[src/rtl/core/wrpose_pkg.sv]
`timescale 1ns / 1ps
// ----------------------------------------------------------------------------
// wrpose_pkg: shared constants for the world-to-robot pose transform
// Widths, the gain compensation constant and the CORDIC arctangent table
// used by the top level and by the rotation stages.
// ----------------------------------------------------------------------------
package wrpose_pkg;

    localparam int DEF_CORDIC_STAGES  = 16;
    localparam int DEF_POSITION_WIDTH = 24;

    // Heading fields are binary angles, 65536 units per turn.
    localparam int HEADING_W = 16;

    // Internal angle: 2^32 units per turn, with two bits of headroom.
    localparam int ANGLE_W = 32;
    localparam int ZW      = ANGLE_W + 2;

    // Fraction bits kept below the position LSB through the rotation.
    localparam int GUARD_BITS = 16;

    // Extra datapath bits over the position width: one for the difference,
    // the guard bits, and room for the rotated vector magnitude.
    localparam int CORDIC_EXTRA_BITS = 19;

    // Inverse of the limit CORDIC gain, Q30, and its fraction bit count.
    localparam int GAIN_Q30  = 652032874;
    localparam int GAIN_FRAC = 30;
    localparam int GAIN_W    = 31;

    localparam int ATAN_TABLE_LEN = 24;

    // atan(2^-idx) in 2^32-per-turn units.
    function automatic logic [ANGLE_W-1:0] atan_turn32(input int idx);
        logic [ANGLE_W-1:0] v;
        case (idx)
            0:       v = 32'h20000000;
            1:       v = 32'h12E4051E;
            2:       v = 32'h09FB385B;
            3:       v = 32'h051111D4;
            4:       v = 32'h028B0D43;
            5:       v = 32'h0145D7E1;
            6:       v = 32'h00A2F61E;
            7:       v = 32'h00517C55;
            8:       v = 32'h0028BE53;
            9:       v = 32'h00145F2F;
            10:      v = 32'h000A2F98;
            11:      v = 32'h000517CC;
            12:      v = 32'h00028BE6;
            13:      v = 32'h000145F3;
            14:      v = 32'h0000A2F9;
            15:      v = 32'h0000517C;
            16:      v = 32'h000028BE;
            17:      v = 32'h0000145F;
            18:      v = 32'h00000A2F;
            19:      v = 32'h00000517;
            20:      v = 32'h0000028B;
            21:      v = 32'h00000145;
            22:      v = 32'h000000A2;
            23:      v = 32'h00000051;
            default: v = '0;
        endcase
        return v;
    endfunction

endpackage

[src/rtl/core/wrpose_cordic_stage.sv]
`timescale 1ns / 1ps
// ----------------------------------------------------------------------------
// wrpose_cordic_stage: one registered CORDIC micro-rotation
// Rotates (x, y) by +/- atan(2^-SHIFT) toward zero residual angle and
// carries the heading difference and the valid bit along.
// ----------------------------------------------------------------------------
module wrpose_cordic_stage
    import wrpose_pkg::*;
#(
    parameter int DATA_W = DEF_POSITION_WIDTH + CORDIC_EXTRA_BITS,
    parameter int SHIFT  = 0
) (
    input  logic                     i_clk,
    input  logic                     i_rst_n,
    input  logic                     i_en,
    input  logic                     i_vld,
    input  logic signed [DATA_W-1:0] i_x,
    input  logic signed [DATA_W-1:0] i_y,
    input  logic signed [ZW-1:0]     i_z,
    input  logic [HEADING_W-1:0]     i_heading,
    output logic                     o_vld,
    output logic signed [DATA_W-1:0] o_x,
    output logic signed [DATA_W-1:0] o_y,
    output logic signed [ZW-1:0]     o_z,
    output logic [HEADING_W-1:0]     o_heading
);

    localparam logic [ANGLE_W-1:0] ATAN = atan_turn32(SHIFT);

    logic                     r_vld;
    logic signed [DATA_W-1:0] r_x, r_y, n_x, n_y;
    logic signed [ZW-1:0]     r_z, n_z;
    logic [HEADING_W-1:0]     r_heading;
    logic signed [DATA_W-1:0] xs, ys;
    logic signed [ZW-1:0]     atan_ext;

    assign xs       = i_x >>> SHIFT;
    assign ys       = i_y >>> SHIFT;
    assign atan_ext = signed'({{(ZW-ANGLE_W){1'b0}}, ATAN});

    always_comb begin
        if (!i_z[ZW-1]) begin
            n_x = i_x - ys;
            n_y = i_y + xs;
            n_z = i_z - atan_ext;
        end else begin
            n_x = i_x + ys;
            n_y = i_y - xs;
            n_z = i_z + atan_ext;
        end
    end

    always_ff @(posedge i_clk) begin
        if (!i_rst_n) begin
            r_vld <= 1'b0;
        end else if (i_en) begin
            r_vld <= i_vld;
        end
    end

    always_ff @(posedge i_clk) begin
        if (i_en) begin
            r_x       <= n_x;
            r_y       <= n_y;
            r_z       <= n_z;
            r_heading <= i_heading;
        end
    end

    assign o_vld     = r_vld;
    assign o_x       = r_x;
    assign o_y       = r_y;
    assign o_z       = r_z;
    assign o_heading = r_heading;

endmodule

[config.mk]
export PLATFORM = sky130hd
export DESIGN_NAME = wrpose_cordic_stage
export DESIGN_NICKNAME = d
export VERILOG_FILES = /design/src/rtl/core/wrpose_pkg.sv /design/src/rtl/core/wrpose_cordic_stage.sv
export SDC_FILE = /design/constraint.sdc
export NUM_CORES = 1
export LEC_CHECK = 0
export BUFFER_PORTS_ARGS = -buffer_cell sky130_fd_sc_hd__buf_2
export CAP_MARGIN = 5
export CORE_AREA = 10 10 211 153
export CTS_CLUSTER_DIAMETER = 200
export DETAILED_ROUTE_END_ITERATION = 16
export DIE_AREA = 0 0 221 163
export PLACE_DENSITY = 0.72
export SLEW_MARGIN = 10
export SYNTH_ARGS = -nofsm -noshare
export SYNTH_HDL_FRONTEND = slang
export SYNTH_SLANG_ARGS = --single-unit
[constraint.sdc]
create_clock -name i_clk -period 3.8 [get_ports i_clk]
set_clock_uncertainty 0.15 [all_clocks]
set_input_delay 0.57 -clock i_clk [delete_from_list [all_inputs] [get_ports i_clk]]
set_output_delay 0.57 -clock i_clk [all_outputs]
set_load 0.1 [all_outputs]
==> flow_metrics.env, run 1 <==
export IMPL_outcome="finished, final reports clean"
export IMPL_core_area_um2=28400
export IMPL_routed_wirelength_um=48900
export IMPL_combinationalPowerShare_pct=49.0
export IMPL_r2r_start="o_vld"
export IMPL_crit_path_end_kind="register"
export IMPL_r2r_slack_ps=3040
export IMPL_postCtsSetupBuffers=0
export IMPL_reg2regPathDepth=2
export IMPL_post_route_min_period_ps=3660
export IMPL_worst_path_buf_inv=2
export IMPL_routabilityCongestion=1.00
export IMPL_clk_pin_slew_ps=70
export IMPL_grt_start_max_net_pins=66
export IMPL_setup_viol=0
export IMPL_crit_path_top_delay_cell="nor4b_1"
export IMPL_p_int_mw=3.77
export IMPL_power_share_of_the_clock_group_pct=23.7
export IMPL_io_port_bufs=276
export IMPL_area_growth_pct=27.8
export IMPL_cap_viol_max_count=0
export IMPL_fin_nets=2060
export IMPL_grt_usage_pct=25.9
export IMPL_maxSlewHeadroom_pct=40.6
export IMPL_synth_edf_count=135
export IMPL_post_dp_cell_area_um2=15100
export IMPL_grt_setup_unrepaired="false"
export IMPL_power_net_switching_mw=3.53
export IMPL_cp_top_family="simple AND/OR/NAND/NOR gates"
export IMPL_detail_route_wl_per_cell_um=22.6
export IMPL_start_kind="primary input"
export IMPL_crit_fanout=5
export IMPL_hold_path_class="in2reg"
export IMPL_seq_area_frac_synth_pct=33.2
export IMPL_worstHoldPathCells=1
export IMPL_yosysUniqueCellTypes=77
export IMPL_design_area_um2=15700
export IMPL_slew_violations=0
export IMPL_multi_input_area_um2=7480
export IMPL_finalCritPeriodShare_pct=96.3
export IMPL_static_leakage_power_nw=7.11
export IMPL_initial_antenna_violation_count=1
export IMPL_first_pass_iters=6
export IMPL_clock_tree_htree_level_count=4
export IMPL_switching_share_pct=48.4
export IMPL_routed_via_density=5.79
export IMPL_pwrdens_nw_per_um2=465
export IMPL_die_area_um2=36000
export IMPL_drive_above_1_share_pct=27.6
export IMPL_most_frequent_cells_after_synthesis="170 x a21oi_1, 144 x ha_1, 135 x edfxtp_1, 119 x inv_1, 88 x o21ai_0"
export IMPL_share_seq_of_total_power_pct=27.2
export IMPL_drt_iter0_markers=1579
export IMPL_clk_path_buf_depth=2
export IMPL_tightest_slew_ps=879
export IMPL_detailed_place_hpwl_um=40300
export IMPL_netlist_instances=1377
export IMPL_fp_dieW_um=221
export IMPL_peakVddDrop_uv=309
export IMPL_maxClockFrequency_mhz=273
export IMPL_synth_seq_cells=136
export IMPL_clkSinkCount=136
export IMPL_vias_in_the_first_global_route=11900
export IMPL_placement_setup_worst_slack_ps=-182
export IMPL_grt_pass1_wl_um=72800
export IMPL_top_level_ports=277
export IMPL_global_route_congestion_overflow_total=0
export IMPL_synthesis_area_per_instance_um2=8.91
export IMPL_tns_ps=0
export IMPL_route_antenna_remaining_nets=0
export IMPL_die_h_um=163
export IMPL_timing_critical_path_required_ps=3820
export IMPL_cell_area_after_synthesis_um2=12300
export IMPL_synth_async_reset_ratio_pct=0
export IMPL_start_util_pct=43.3
export IMPL_critical_path_class="in2reg"
export IMPL_cts_inserted_buffers=17
export IMPL_synth_largest_area_cell="edfxtp_1"
export IMPL_worstSkewPairLatency_ps=430
export IMPL_most_common_flop_cell_mapped_by_yosys="edfxtp_1"
export IMPL_post_cts_hold_buffer_count=0
export IMPL_row_count=52
export IMPL_synth_most_common_cell="a21oi_1"
export IMPL_net_count_after_synthesis=1665
export IMPL_timing_rr_end="o_vld"
export IMPL_synth_area_top_cells="edfxtp_1 33%, ha_1 15%, a21oi_1 6.9%"
export IMPL_synth_warn=0
export IMPL_num_vias=12500
export IMPL_cp_cell_sequence="buf_2, inv_1, ha_1, nor4_1, nand3_1, nor4b_1, o41ai_1, o211a_1, o21ba_2, o41ai_2, o2bb2ai_1, xnor2_1"
export IMPL_hold_crit_start="i_z[0]"
export IMPL_setup_ws_ps=140
export IMPL_synth_top_cell_area_share_pct=33.0
export IMPL_fill_cells=2639
export IMPL_post_cts_resized_instances=0
export IMPL_cp_arrival_ps=3680
export IMPL_count_of_endpoints_failing_hold_in_the_final_timing_report=0
export IMPL_slowest_delay_ps=780
export IMPL_worst_hold_path_endpoint="o_z[0]"
export IMPL_clock_tree_from_tritoncts="done"
export IMPL_remaining_drc_errors=0
export IMPL_clk_root_buffer_cell="clkbuf_16"
export IMPL_reg_area_um2=4070
registers in the layout (all words and copies together), names as in the netlist:
register,count
o_heading,16
o_z,34
o_vld,1
o_x,43
o_y,42
through the flow:
step           utilization [%]  instances  power, mW  hold WS, ps
6_report                  55.3       2164       7.30          162
2_1_floorplan                -       1377       4.58          519
3_3_place_gp              53.2       2131       5.53          344
3_5_place_dp              53.2       2131       5.55          405
5_1_grt                   55.3       2164       7.56          138
4_1_cts                   55.3       2163       7.29          145
logic make-up after synthesis:
kind of cell               after synthesis  synth area share, %
DFF                                    136                 33.2
and+or+nand+nor                        332                 13.4
xor gates and xnor gates                85                 6.06
adders and majority gates              148                 15.3
buffers and inverters                  187                 5.90
muxes                                   25                 2.04
AOI/OAI and AO/OA                      464                 24.1
per-layer routing:
layer	track usage, %	wire length, µm	part of all wire (%)
met1	37.7	22600	46
met2	37.3	20100	41
met3	6.98	5340	11
met4	5.62	829	1.7
met5	0	0	0
power groups by stage:
stage / sequential (mW) / clock (mW) / combinational (mW)
after floorplan: 3.52 / 0 / 1.06
after global placement: 2.01 / 0 / 3.52
after detailed placement: 2.02 / 0 / 3.53
after CTS: 1.99 / 1.76 / 3.54
after global routing: 2.01 / 1.82 / 3.73
final: 1.99 / 1.73 / 3.58
how the worst max path moves through the flow:
| stage | slack (ps) | cells after the start | start | endpoint |
|---|---|---|---|---|
| floorplan | 550 | 12 | i_x[6] | o_x[41] |
| finish | 140 | 12 | i_x[13] | o_x[42] |
| global placement | -50 | 12 | i_x[13] | o_y[42] |
| CTS | 260 | 12 | i_x[13] | o_y[42] |
| detailed placement | -180 | 12 | i_x[13] | o_y[42] |
| global route | 20 | 12 | i_x[13] | o_y[42] |
cell type report:
cell class | instances | share of cell area, %
well taps | 378 | 3.01
diodes | 1 | 0.0159
flip-flops and latches | 136 | 26.0
multi-input cells | 1054 | 47.6
clock inverters | 14 | 1.06
clock buffers | 18 | 2.73
inverters | 129 | 3.09
repair buffers | 434 | 16.5
worst reg2reg max path: stages (launching register included):
cell	delay [ps]
dfxtp_1	320
mux2i_1	120
nor2b_1	70
cells in the final DEF, fill, tap and decap left out, drive strengths merged, types with 11 or more instances in the layout:
cell type,n
buf,434
a21oi,170
ha,144
edfxtp,135
inv,133
o21ai,99
nor2,87
nand2,80
xnor2,74
nand4,34
o21bai,31
nor3,28
a21o,26
mux2i,25
nor4,24
o21a,18
clkbuf,18
a211oi,16
nand2b,15
nand3,15
nor2b,15
o211ai,13
xor2,11
a31oi,11
No activity file was read; power rests on OpenSTA's default activity.
==> inputs of run 2 (changes only) <==
Settings changed: ABC_CLOCK_PERIOD_IN_PS from default to 4700.
Clock period 3.8 ns to 4.7 ns, I/O delays scaled along.
==> run 2 against run 1 <==
Compared with the run above:
- sequential share of layout area up 1.8 points
- largest power group unchanged
- final cell count is 6.1% lower
- clock power is 23% lower
- worst hold slack improved by 120 ps
- setup slack improved by 520 ps
- sequential power decreased by 19%
- utilization fell by 3.6 points
- sequential cell count is the same
- critical endpoint is now o_y[41]
- wire length fell by 1.5%
- largest cell class unchanged
- combinational power fell by 23%
==> flow_metrics.env, run 2 (synthesis results as in run 1) <==
export IMPL_start_kind="primary input"
export IMPL_design_area_um2=14700
export IMPL_maxSlewHeadroom_pct=41.7
export IMPL_tightest_slew_ps=874
export IMPL_clk_pin_slew_ps=70
export IMPL_post_cts_resized_instances=0
export IMPL_grt_pass1_wl_um=71900
export IMPL_route_antenna_remaining_nets=0
export IMPL_detailed_place_hpwl_um=39200
export IMPL_peakVddDrop_uv=319
export IMPL_grt_start_max_net_pins=82
export IMPL_post_dp_cell_area_um2=14100
export IMPL_finalCritPeriodShare_pct=85.9
export IMPL_routed_wirelength_um=48100
export IMPL_clock_tree_from_tritoncts="done"
export IMPL_first_pass_iters=7
export IMPL_fin_hold_ws_ps=286
export IMPL_clk_root_buffer_cell="clkbuf_16"
export IMPL_area_growth_pct=19.4
export IMPL_cap_viol_max_count=0
export IMPL_die_area_um2=36000
export IMPL_fin_nets=1929
export IMPL_outcome="finished, final reports clean"
export IMPL_most_frequent_standard_cell_in_the_layout_excluding_fill_and_tap_cells="buf_2"
export IMPL_drt_iter0_markers=1533
export IMPL_top_level_ports=277
export IMPL_global_route_congestion_overflow_total=0
export IMPL_cts_inserted_buffers=17
export IMPL_maxClockFrequency_mhz=248
export IMPL_start_util_pct=43.3
export IMPL_post_cts_hold_buffer_count=0
export IMPL_slew_violations=0
export IMPL_row_count=52
export IMPL_count_of_endpoints_failing_hold_in_the_final_timing_report=0
export IMPL_routabilityCongestion=0.992
export IMPL_reg2regPathDepth=2
export IMPL_crit_fanout=19
export IMPL_pwrdens_nw_per_um2=388
export IMPL_clock_tree_htree_level_count=4
export IMPL_static_leakage_power_nw=6.45
export IMPL_worstHoldPathCells=1
export IMPL_setup_viol=0
export IMPL_cp_arrival_ps=4080
export IMPL_postCtsSetupBuffers=0
export IMPL_clk_path_buf_depth=2
export IMPL_initial_antenna_violation_count=3
export IMPL_grt_setup_unrepaired="false"
export IMPL_remaining_drc_errors=0
export IMPL_timing_critical_path_required_ps=4740
export IMPL_num_vias=12100
export IMPL_routed_via_density=5.97
export IMPL_fp_dieW_um=221
export IMPL_clkSinkCount=136
export IMPL_core_area_um2=28400
export IMPL_drive_above_1_share_pct=21.8
export IMPL_detail_route_wl_per_cell_um=23.7
export IMPL_largest_register_ff_count=43
export IMPL_worstSkewPairLatency_ps=440
export IMPL_post_route_min_period_ps=4040
export IMPL_hold_path_class="in2reg"
export IMPL_critical_path_class="in2reg"
export IMPL_die_h_um=163
export IMPL_tns_ps=0
export IMPL_vias_in_the_first_global_route=11500
export IMPL_total_power_mw=5.69
export IMPL_crit_path_end_kind="register"
export IMPL_grt_usage_pct=25.6
export IMPL_io_port_bufs=276
export IMPL_mostFrequentLayoutCells="275 x buf_2, 170 x a21oi_1, 144 x ha_1"
==> run 2: cell types whose count changed in the layout (fill, tap and decap cells not counted) <==
| cell | previous run | this run |
|---|---|---|
| buf_4 | 157 | 27 |
| clkinv_2 | 1 | 0 |
| buf_12 | 1 | 0 |
| inv_6 | 6 | 8 |
| clkinvlp_4 | 2 | 3 |
| bufinv_16 | 2 | 0 |
| clkinv_4 | 2 | 1 |
| inv_8 | 0 | 1 |
==> run 2: metal layers <==
layer	up-vias	global-route usage, %	wire length [µm]
met5	-	0	27
met4	4	5.12	719
met3	53	8.20	5320
met2	715	36.6	19800
met1	5810	36.9	22300
li1	5548	-	-
==> run 2: worst paths after layout <==
check	from	end	slack, ps
worst max-delay path	i_x[13]	o_y[41]	660
worst min-delay path	i_z[14]	o_z[14]	290
worst max register to register	o_vld	o_vld	3960
worst min register to register	o_vld	o_vld	380
==> run 2: worst max-delay path: stages <==
cell and delay, ps:
buf_2 110, inv_1 60, ha_1 700, nand4_1 320
nor4_2 500, o211ai_1 230, a31oi_1 360, o21ai_1 190
or3_1 450, a21oi_1 180, o22ai_1 110, xnor2_1 150
==> run 2: cell type report <==
type / count / area (µm²)
clock inverters: 14 / 129
fillers: 2738 / 13700
diodes: 1 / 2.50
clock buffers: 18 / 429
multi-input cells: 1054 / 7480
repair buffers: 303 / 1590
flip-flops and latches: 136 / 4070
well taps: 378 / 473
inverters: 129 / 484
==> run 2: per-stage QoR <==
step	worst slack (ps)	utilization, %	instances
after floorplan	1310	-	1377
after global placement	479	49.7	2000
after detailed placement	344	49.7	2000
after CTS	791	51.7	2032
after global routing	433	51.7	2032
final	660	51.7	2033
==> run 2: where the power goes <==
| group | internal (mW) | switching [mW] | leakage [nW] | total (mW) |
|---|---|---|---|---|
| sequential | 1.56 | 0.0539 | 1.33 | 1.61 |
| combinational | 0.577 | 2.17 | 4.86 | 2.75 |
| clock | 0.697 | 0.633 | 0.264 | 1.33 |
| total | 2.83 | 2.86 | 6.45 | 5.69 |
